**config.mk**
```make
export PLATFORM = sky130hd
export DESIGN_NAME = crc8_command_packet_parser_top
export DESIGN_NICKNAME = d
export VERILOG_FILES = /design/src/rtl/ccpp_pkg.sv /design/src/rtl/ccpp_cfg.sv /design/src/rtl/ccpp_parser.sv /design/src/rtl/crc8_command_packet_parser_top.sv
export SDC_FILE = /design/constraint.sdc
export NUM_CORES = 1
export LEC_CHECK = 0
export BUFFER_PORTS_ARGS = -buffer_cell sky130_fd_sc_hd__buf_2
export CORE_MARGIN = 2
export CORE_UTILIZATION = 60
export DETAILED_ROUTE_END_ITERATION = 8
export PLACE_DENSITY = 0.85
export SETUP_SLACK_MARGIN = 0.05
export SLEW_MARGIN = 20
export SYNTH_ARGS = -nofsm -noshare
export SYNTH_HDL_FRONTEND = slang
export SYNTH_HIERARCHICAL = 1
export SYNTH_SLANG_ARGS = --single-unit
export TNS_END_PERCENT = 1
```
**constraint.sdc**
```tcl
create_clock -name clk -period 9.1 [get_ports clk]
set_input_delay 0.455 -clock clk [delete_from_list [all_inputs] [get_ports clk]]
set_output_delay 0.455 -clock clk [all_outputs]
set_load 0.03 [all_outputs]
```
**src/rtl/ccpp_pkg.sv**
```systemverilog
// Shared types, codes and the CRC-8 step for the command packet parser.
// No dependencies; imported by the register block, the parser and the top level.
package ccpp_pkg;

  localparam logic [7:0] SYNC_FIRST_RST  = 8'h12;
  localparam logic [7:0] SYNC_SECOND_RST = 8'h34;
  localparam logic [7:0] CRC_POLY        = 8'h07;

  // Packet type bytes
  localparam logic [7:0] TYPE_ROUTE     = 8'h01;
  localparam logic [7:0] TYPE_VERSION   = 8'h02;
  localparam logic [7:0] TYPE_POLL      = 8'h03;
  localparam logic [7:0] TYPE_STOP      = 8'h04;
  localparam logic [7:0] TYPE_DIRECTION = 8'h05;
  localparam logic [7:0] TYPE_WHEEL     = 8'h06;
  localparam logic [7:0] TYPE_CALIB     = 8'h07;
  localparam logic [7:0] TYPE_COMPANION = 8'h08;

  // Exact payload lengths, CRC byte included
  localparam logic [7:0] LEN_WHEEL     = 8'd9;
  localparam logic [7:0] LEN_COMPANION = 8'd10;
  localparam logic [7:0] LEN_ROUTE     = 8'd9;
  localparam logic [7:0] LEN_SHORT     = 8'd4;
  localparam logic [7:0] LEN_CALIB     = 8'd2;

  // Sub-code ranges
  localparam logic [7:0] DIR_MIN   = 8'd1;
  localparam logic [7:0] DIR_MAX   = 8'd6;
  localparam logic [7:0] CALIB_MIN = 8'd1;
  localparam logic [7:0] CALIB_MAX = 8'd2;

  // Result kinds
  localparam logic [2:0] KIND_WHEEL     = 3'd0;
  localparam logic [2:0] KIND_COMPANION = 3'd1;
  localparam logic [2:0] KIND_ROUTE     = 3'd2;
  localparam logic [2:0] KIND_STOP      = 3'd3;
  localparam logic [2:0] KIND_VERSION   = 3'd4;
  localparam logic [2:0] KIND_POLL      = 3'd5;
  localparam logic [2:0] KIND_DIRECTION = 3'd6;
  localparam logic [2:0] KIND_CALIB     = 3'd7;

  // Register indexes (paddr[2])
  localparam logic REG_SYNC_FIRST  = 1'b0;
  localparam logic REG_SYNC_SECOND = 1'b1;

  // Only payload bytes 0..8 are ever decoded; later bytes need no storage.
  localparam int STORE_BYTES = 9;
  localparam int STORE_IDX_W = $clog2(STORE_BYTES);

  typedef enum logic [2:0] {
    PH_SYNC1,
    PH_SYNC2,
    PH_TYPE,
    PH_LEN,
    PH_DATA
  } phase_t;

  typedef struct packed {
    logic [7:0] sync_first;
    logic [7:0] sync_second;
  } cfg_t;

  typedef struct packed {
    logic [2:0]  kind;
    logic [31:0] first_word;
    logic [31:0] second_word;
    logic [7:0]  sub_code;
    logic        route_latched;
  } result_t;

  // One byte of CRC-8, MSB first, no reflection
  function automatic logic [7:0] crc8_update(input logic [7:0] crc, input logic [7:0] b);
    logic [7:0] v;
    v = crc ^ b;
    for (int k = 0; k < 8; k++) begin
      if (v[7]) begin
        v = {v[6:0], 1'b0} ^ CRC_POLY;
      end else begin
        v = {v[6:0], 1'b0};
      end
    end
    return v;
  endfunction

endpackage

```
**src/rtl/ccpp_cfg.sv**
```systemverilog
// APB-style register block holding the two sync header bytes.
// Depends on ccpp_pkg for the register indexes, reset values and cfg_t.
module ccpp_cfg
  import ccpp_pkg::*;
(
  input  logic        clk,
  input  logic        rst,
  input  logic        psel,
  input  logic        penable,
  input  logic        pwrite,
  input  logic [2:0]  paddr,
  input  logic [31:0] pwdata,
  output logic [31:0] prdata,
  output logic        pready,
  output cfg_t        cfg
);

  logic wr_en;

  assign pready = 1'b1;
  assign wr_en  = psel && penable && pwrite;

  always_ff @(posedge clk) begin
    if (rst) begin
      cfg.sync_first  <= SYNC_FIRST_RST;
      cfg.sync_second <= SYNC_SECOND_RST;
    end else if (wr_en) begin
      unique case (paddr[2])
        REG_SYNC_FIRST:  cfg.sync_first  <= pwdata[7:0];
        REG_SYNC_SECOND: cfg.sync_second <= pwdata[7:0];
        default: ;
      endcase
    end
  end

  // Misaligned reads return zero
  always_comb begin
    prdata = '0;
    if (paddr[1:0] == 2'b00) begin
      unique case (paddr[2])
        REG_SYNC_FIRST:  prdata = {24'd0, cfg.sync_first};
        REG_SYNC_SECOND: prdata = {24'd0, cfg.sync_second};
        default:         prdata = '0;
      endcase
    end
  end

endmodule

```
**src/rtl/ccpp_parser.sv**
```systemverilog
// Header hunt, payload store, running CRC-8 and packet decode for one byte a cycle while step is high.
// Depends on ccpp_pkg for phase_t, cfg_t, result_t, codes and crc8_update.
module ccpp_parser
  import ccpp_pkg::*;
(
  input  logic       clk,
  input  logic       rst,
  input  cfg_t       cfg,
  input  logic       step,
  input  logic [7:0] byte_in,
  output logic       emit,
  output result_t    res
);

  phase_t     phase, phase_next;
  logic [7:0] packet_type, packet_type_next;
  logic [7:0] payload_length, payload_length_next;
  logic [7:0] payload_count, payload_count_next;
  logic [7:0] running_crc, running_crc_next;
  logic       waypoint_pending, waypoint_pending_next;
  logic [7:0] store [STORE_BYTES];
  logic       store_we;

  logic [7:0]  len_eff;
  logic        last_byte;
  logic [31:0] word0, word1;

  assign len_eff   = (payload_length == 8'd0) ? 8'd1 : payload_length;
  assign last_byte = ({1'b0, payload_count} + 9'd1) >= {1'b0, len_eff};
  assign word0     = {store[3], store[2], store[1], store[0]};
  assign word1     = {store[7], store[6], store[5], store[4]};

  // Next phase
  always_comb begin
    phase_next = phase;
    if (step) begin
      unique case (phase)
        PH_SYNC2: phase_next = (byte_in == cfg.sync_second) ? PH_TYPE : PH_SYNC1;
        PH_TYPE:  phase_next = PH_LEN;
        PH_LEN:   phase_next = PH_DATA;
        PH_DATA:  phase_next = last_byte ? PH_SYNC1 : PH_DATA;
        default:  phase_next = (byte_in == cfg.sync_first) ? PH_SYNC2 : PH_SYNC1;
      endcase
    end
  end

  // Datapath updates and decode
  always_comb begin
    packet_type_next      = packet_type;
    payload_length_next   = payload_length;
    payload_count_next    = payload_count;
    running_crc_next      = running_crc;
    waypoint_pending_next = waypoint_pending;
    store_we              = 1'b0;
    emit                  = 1'b0;
    res                   = '0;
    if (step) begin
      unique case (phase)
        PH_TYPE: packet_type_next = byte_in;
        PH_LEN: begin
          payload_length_next = byte_in;
          payload_count_next  = 8'd0;
          running_crc_next    = 8'd0;
        end
        PH_DATA: begin
          store_we           = payload_count < 8'(STORE_BYTES);
          payload_count_next = payload_count + 8'd1;
          if (!last_byte) begin
            running_crc_next = crc8_update(running_crc, byte_in);
          end else if (byte_in == running_crc) begin
            unique case (packet_type)
              TYPE_WHEEL: if (len_eff == LEN_WHEEL) begin
                emit = 1'b1;
                res.kind = KIND_WHEEL;
                res.first_word = word0;
                res.second_word = word1;
              end
              TYPE_COMPANION: if (len_eff == LEN_COMPANION) begin
                emit = 1'b1;
                res.kind = KIND_COMPANION;
                res.first_word = word0;
                res.second_word = word1;
                res.sub_code = store[8];
              end
              TYPE_ROUTE: if (len_eff == LEN_ROUTE) begin
                emit = 1'b1;
                res.kind = KIND_ROUTE;
                res.first_word = word0;
                res.second_word = word1;
                res.route_latched = !waypoint_pending;
                waypoint_pending_next = 1'b1;
              end
              TYPE_STOP: if (len_eff == LEN_SHORT) begin
                emit = 1'b1;
                res.kind = KIND_STOP;
                waypoint_pending_next = 1'b0;
              end
              TYPE_VERSION: if (len_eff == LEN_SHORT) begin
                emit = 1'b1;
                res.kind = KIND_VERSION;
              end
              TYPE_POLL: if (len_eff == LEN_SHORT) begin
                emit = 1'b1;
                res.kind = KIND_POLL;
              end
              TYPE_DIRECTION: if (len_eff == LEN_SHORT && store[0] >= DIR_MIN &&
                                  store[0] <= DIR_MAX) begin
                emit = 1'b1;
                res.kind = KIND_DIRECTION;
                res.sub_code = store[0];
              end
              TYPE_CALIB: if (len_eff == LEN_CALIB && store[0] >= CALIB_MIN &&
                              store[0] <= CALIB_MAX) begin
                emit = 1'b1;
                res.kind = KIND_CALIB;
                res.sub_code = store[0];
              end
              default: ;
            endcase
          end
        end
        default: ;
      endcase
    end
  end

  always_ff @(posedge clk) begin
    if (rst) begin
      phase            <= PH_SYNC1;
      packet_type      <= '0;
      payload_length   <= '0;
      payload_count    <= '0;
      running_crc      <= '0;
      waypoint_pending <= 1'b0;
    end else begin
      phase            <= phase_next;
      packet_type      <= packet_type_next;
      payload_length   <= payload_length_next;
      payload_count    <= payload_count_next;
      running_crc      <= running_crc_next;
      waypoint_pending <= waypoint_pending_next;
    end
  end

  // Payload bytes past the decoded window are dropped
  always_ff @(posedge clk) begin
    if (store_we) begin
      store[payload_count[STORE_IDX_W-1:0]] <= byte_in;
    end
  end

endmodule

```
**src/rtl/crc8_command_packet_parser_top.sv**
```systemverilog
// Top level of the sync-header CRC-8 command packet parser.
// A result word passes the input register and then the result register after its last byte is accepted.
// Throughput: one byte per cycle while no result word stalls; the running CRC register closes its loop.
// rx_ready drops only while a result word waits and the input register is full.
// Reset (rst, synchronous): parser returns to sync hunt, CRC, counts and waypoint mark
// clear, sync registers reload 0x12 and 0x34; the payload store is not cleared.
module crc8_command_packet_parser_top
  import ccpp_pkg::*;
(
  input  logic        clk,
  input  logic        rst,
  // byte channel
  input  logic        rx_valid,
  output logic        rx_ready,
  input  logic [7:0]  rx_byte,
  // result channel
  output logic        result_valid,
  input  logic        result_ready,
  output logic [2:0]  kind,
  output logic [31:0] first_word,
  output logic [31:0] second_word,
  output logic [7:0]  sub_code,
  output logic        route_latched,
  // configuration
  input  logic        psel,
  input  logic        penable,
  input  logic        pwrite,
  input  logic [2:0]  paddr,
  input  logic [31:0] pwdata,
  output logic [31:0] prdata,
  output logic        pready
);

  cfg_t       cfg;
  logic       in_valid;   // input register holds a byte
  logic [7:0] in_byte;
  logic       advance;    // the held byte is processed this cycle
  logic       emit;
  result_t    res;

  ccpp_cfg u_cfg (
    .clk     (clk),
    .rst     (rst),
    .psel    (psel),
    .penable (penable),
    .pwrite  (pwrite),
    .paddr   (paddr),
    .pwdata  (pwdata),
    .prdata  (prdata),
    .pready  (pready),
    .cfg     (cfg)
  );

  // Advance the held byte whenever the result register is free or being emptied
  assign advance  = in_valid && (!result_valid || result_ready);
  assign rx_ready = !in_valid || advance;

  // Input register
  always_ff @(posedge clk) begin
    if (rst) begin
      in_valid <= 1'b0;
    end else if (rx_valid && rx_ready) begin
      in_valid <= 1'b1;
    end else if (advance) begin
      in_valid <= 1'b0;
    end
  end

  always_ff @(posedge clk) begin
    if (rx_valid && rx_ready) begin
      in_byte <= rx_byte;
    end
  end

  ccpp_parser u_parser (
    .clk     (clk),
    .rst     (rst),
    .cfg     (cfg),
    .step    (advance),
    .byte_in (in_byte),
    .emit    (emit),
    .res     (res)
  );

  // Result register: load on advance, drop once taken
  always_ff @(posedge clk) begin
    if (rst) begin
      result_valid <= 1'b0;
    end else if (advance) begin
      result_valid <= emit;
    end else if (result_ready) begin
      result_valid <= 1'b0;
    end
  end

  always_ff @(posedge clk) begin
    if (advance && emit) begin
      kind          <= res.kind;
      first_word    <= res.first_word;
      second_word   <= res.second_word;
      sub_code      <= res.sub_code;
      route_latched <= res.route_latched;
    end
  end

endmodule

```
==> results.cfg <==
[cells_and_area]
num_antenna_cells = 0
drive_above_1_share_pct = 18.7
fin_cells = 1023
area_growth_pct = 12.9
design_area_sq_mm = 0.0103
ff_latch_area_sq_mm = 0.00577
nFillCells = 955
multiInputGateArea_sq_mm = 0.00301
fin_nets = 891

[synth]
synth.avg_cell_area_sq_um = 12.5
ys_warn_count = 6
synth-xor-area-share_pct = 4.05
async_reset_ff_share_pct = 0
ys_ff_latch = 210
ys_seq_area_share_pct = 63.4
synth_simple_gate_area_share_pct = 17.7
synth_cell_types = 58
synthAdderAreaFrac_pct = 2.06
synthTopCellsByArea = edfxtp_1, dfxtp_1, and2_1, mux2i_1, xnor2_1
synthFlopType = edfxtp_1
synth_area_sq_mm = 0.00909
synth_compound_area_share_pct = 4.76
synth_top_area_cell = edfxtp_1
yosysTopAreaCellShare_pct = 51.5
synth_top_family_by_area = simple AND/OR/NAND/NOR gates
synthCells = 725
synth_mux_area_share_pct = 3.30
synth_edf_count = 156

[run_status]
status = complete, no violations

[setup_path]
crit_fanout = 76
slowest_stage = buf_4
end_kind = flip-flop
crit_chain = ha_1 > and3_1 > nand3_1 > xnor2_1 > ha_1 > and3_1 > and4_1 > o21ai_0 > a41oi_1 > nand2_1 > nor2b_4 > buf_4
required_ns = 9.21
critPathMaxStageDelay_ns = 0.68
worstSetupPathType = flip-flop to flip-flop
cp.arrival_ns = 4.34
reg2reg_depth = 12
start_kind = flip-flop

[cts]
cts_buffers = 21
post_cts_resize_count = 0
clock-sinks = 210
htree_num_levels = 1
tritoncts = yes
cts_root_buffer = clkbuf_16
hold_buffers = 0
clk_latency_ns = 0.48
cts_max_path_buffers = 3
clk_pin_slew_worst_paths_ns = 0.06
post-cts-setup-buffers = 0

[drt]
firstDrtPassIters = 4
vias = 5752
drt_iter0_drc = 409
route.detailed.wl_per_inst_um = 17.5
viasPerCell = 5.62
routed_wl_mm = 17.9
ant_nets = 0
drc = 0

[sta]
fin_crit_sh_pct = 46.5
rsz0062_at_grt = no
worstMarginPinSlew_ns = 1.10
fmax_ghz = 0.236
setup_viol = 0
slew_viol_final = 0
finalSetupTns_ns = 0
relSlewSlack_pct = 26.7
period_needed_ns = 4.23
skew_ns = 0.0162
final-hold-violation-count = 0

[power_and_ir_drop]
power_leakage_nw = 3.49
cellPowerDensity_mw_per_mm2 = 185
vdd_drop_max_v = 0.000132

[die]
core_area_sq_mm = 0.0146
die_w_um = 127
die_area_sq_mm = 0.0161
die_h_um = 127
initial_utilization_pct = 62.1
std_cell_rows = 44
ios = 161

[placed_design]
io_buffers = 111
place_area_sq_mm = 0.00963
dp_hpwl_mm = 11.6
dpl.cell_count = 987
finalWeightedCongestion = 0.910

[grt]
grt.overflow.total = 0
grt_pass1_vias = 5584
use_met3_pct = 2.93
met2_usage_pct = 38.7
grt_max_degree = 77
grtUsageTotal_pct = 22.0
use_met1_pct = 28.5
grt.busiest_layer = met2
grt_pass1_wl_mm = 28.5
antenna_found_initial = 0

[worst_hold_path]
hold-path-cell-count = 1
hp-class = primary input to flip-flop

[flow_run]
cap_violations = 0
[Yosys cell counts (3+ instances only)]
cell type,number
edfxtp_1,156
and2_1,82
nand2_1,56
dfxtp_1,54
nor2_1,37
a21oi_1,34
mux2i_1,30
nand2b_1,27
buf_4,25
xnor2_1,25
clkbuf_1,20
nand3_1,17
xor2_1,17
ha_1,15
inv_1,15
nand4_1,9
nor3_1,9
and3_1,8
o21ai_0,8
clkbuf_2,6
nor2b_1,6
nor4_1,6
nand3b_1,5
buf_2,4
buf_6,4
or3_1,4
a32oi_1,3
nor4b_1,3
or4_1,3
[state kept, by name, indices dropped and copies added, names as in the netlist]
signal                     flops
in_valid                       1
u_parser/payload_count         8
u_parser/phase                 3
result_valid                   1
route_latched                  1
u_cfg/cfg                     16
u_parser/waypoint_pending      1
u_parser/running_crc           8
in_byte                        8
u_parser/packet_type           8
first_word                    32
u_parser/payload_length        8
sub_code                       8
kind                           3
u_parser/store                72
second_word                   32
[report_power, final]
part	switching, W	leakage (nW)	internal (W)
logic	0.0000445	1.51	0.0000247
registers	0.0000182	1.68	0.00103
clock network	0.000334	0.299	0.000452
total	0.000397	3.49	0.00151
[per-stage QoR]
stage                     utilization, %  worst slack, ns  hold WS [ns]  power [W]
after global placement              65.8             5.16         0.452    0.00113
after detailed placement            65.8             5.00         0.467    0.00114
after CTS                           70.1             4.98         0.141    0.00192
final                               70.1             4.87         0.153    0.00190
after floorplan                        -             3.01         0.443    0.00112
after global routing                70.1             4.66         0.133    0.00197
[cell type report]
| class | count | share of cell area (%) |
|---|---|---|
| Tap cell | 184 | 2.24 |
| Sequential cell | 210 | 56.2 |
| Inverter | 15 | 0.549 |
| Timing Repair Buffer | 114 | 5.63 |
| Multi-Input combinational cell | 464 | 29.3 |
| Clock buffer | 25 | 5.27 |
| Clock inverter | 11 | 0.829 |
[cells in the final DEF, fill, tap and decap left out, types with 3 or more instances in the layout]
cell         n
nand4_1      9
and3_1       8
a32oi_1      3
buf_4        3
mux2i_1     30
nand2b_1    27
nor4_1       6
nor2_1      37
xnor2_1     25
clkbuf_1     4
or3_1        4
and2_1      82
o21ai_0      8
conb_1      25
inv_1       15
ha_1        15
nand3b_1     5
buf_2      111
clkinv_1     3
clkinv_2     3
or4_1        3
nor2b_1      5
nand2_1     56
clkbuf_16   21
edfxtp_1   156
xor2_1      17
nor3_1       8
dfxtp_1     54
a21oi_1     34
nand3_1     17
nor4b_1      3
[path summary, 6_finish.rpt]
kind | startpoint | end | slack (ns)
hold / removal | rx_byte[7] | in_byte[7]$_DFFE_PP_ | 0.15
hold reg to reg | u_parser/packet_type[5]$_SDFFE_PP0P_ | u_parser/packet_type[5]$_SDFFE_PP0P_ | 0.48
setup / recovery | u_parser/payload_count[0]$_SDFFE_PP0P_ | route_latched$_DFFE_PP_ | 4.87
setup reg to reg | u_parser/payload_count[0]$_SDFFE_PP0P_ | route_latched$_DFFE_PP_ | 4.87
[cell families after synthesis]
family / Yosys count
flip-flops: 210
other: 2
buffers and inverters: 74
XOR/XNOR: 42
adder cells (fa/ha/maj): 15
multiplexers: 30
AND/OR/NAND/NOR: 286
AO/OA/AOI/OAI: 66
[routing by layer]
layer | part of all wire (%) | vias up | routed length, um
li1 | - | 2712 | -
met1 | 41 | 2754 | 7350
met2 | 51 | 250 | 9040
met3 | 6.0 | 36 | 1070
met4 | 2.2 | 0 | 393
met5 | 0 | - | 0
[critical path: cells and delay by family, from the launching register on]
kind	cells	cell delay, ns
AOI/OAI and AO/OA	2	0.57
xor gates and xnor gates	1	0.19
adders and majority gates	2	0.69
buffers and inverters	1	0.68
DFF	1	0.47
and+or+nand+nor	6	1.18
(Power assumes the default switching activity.)
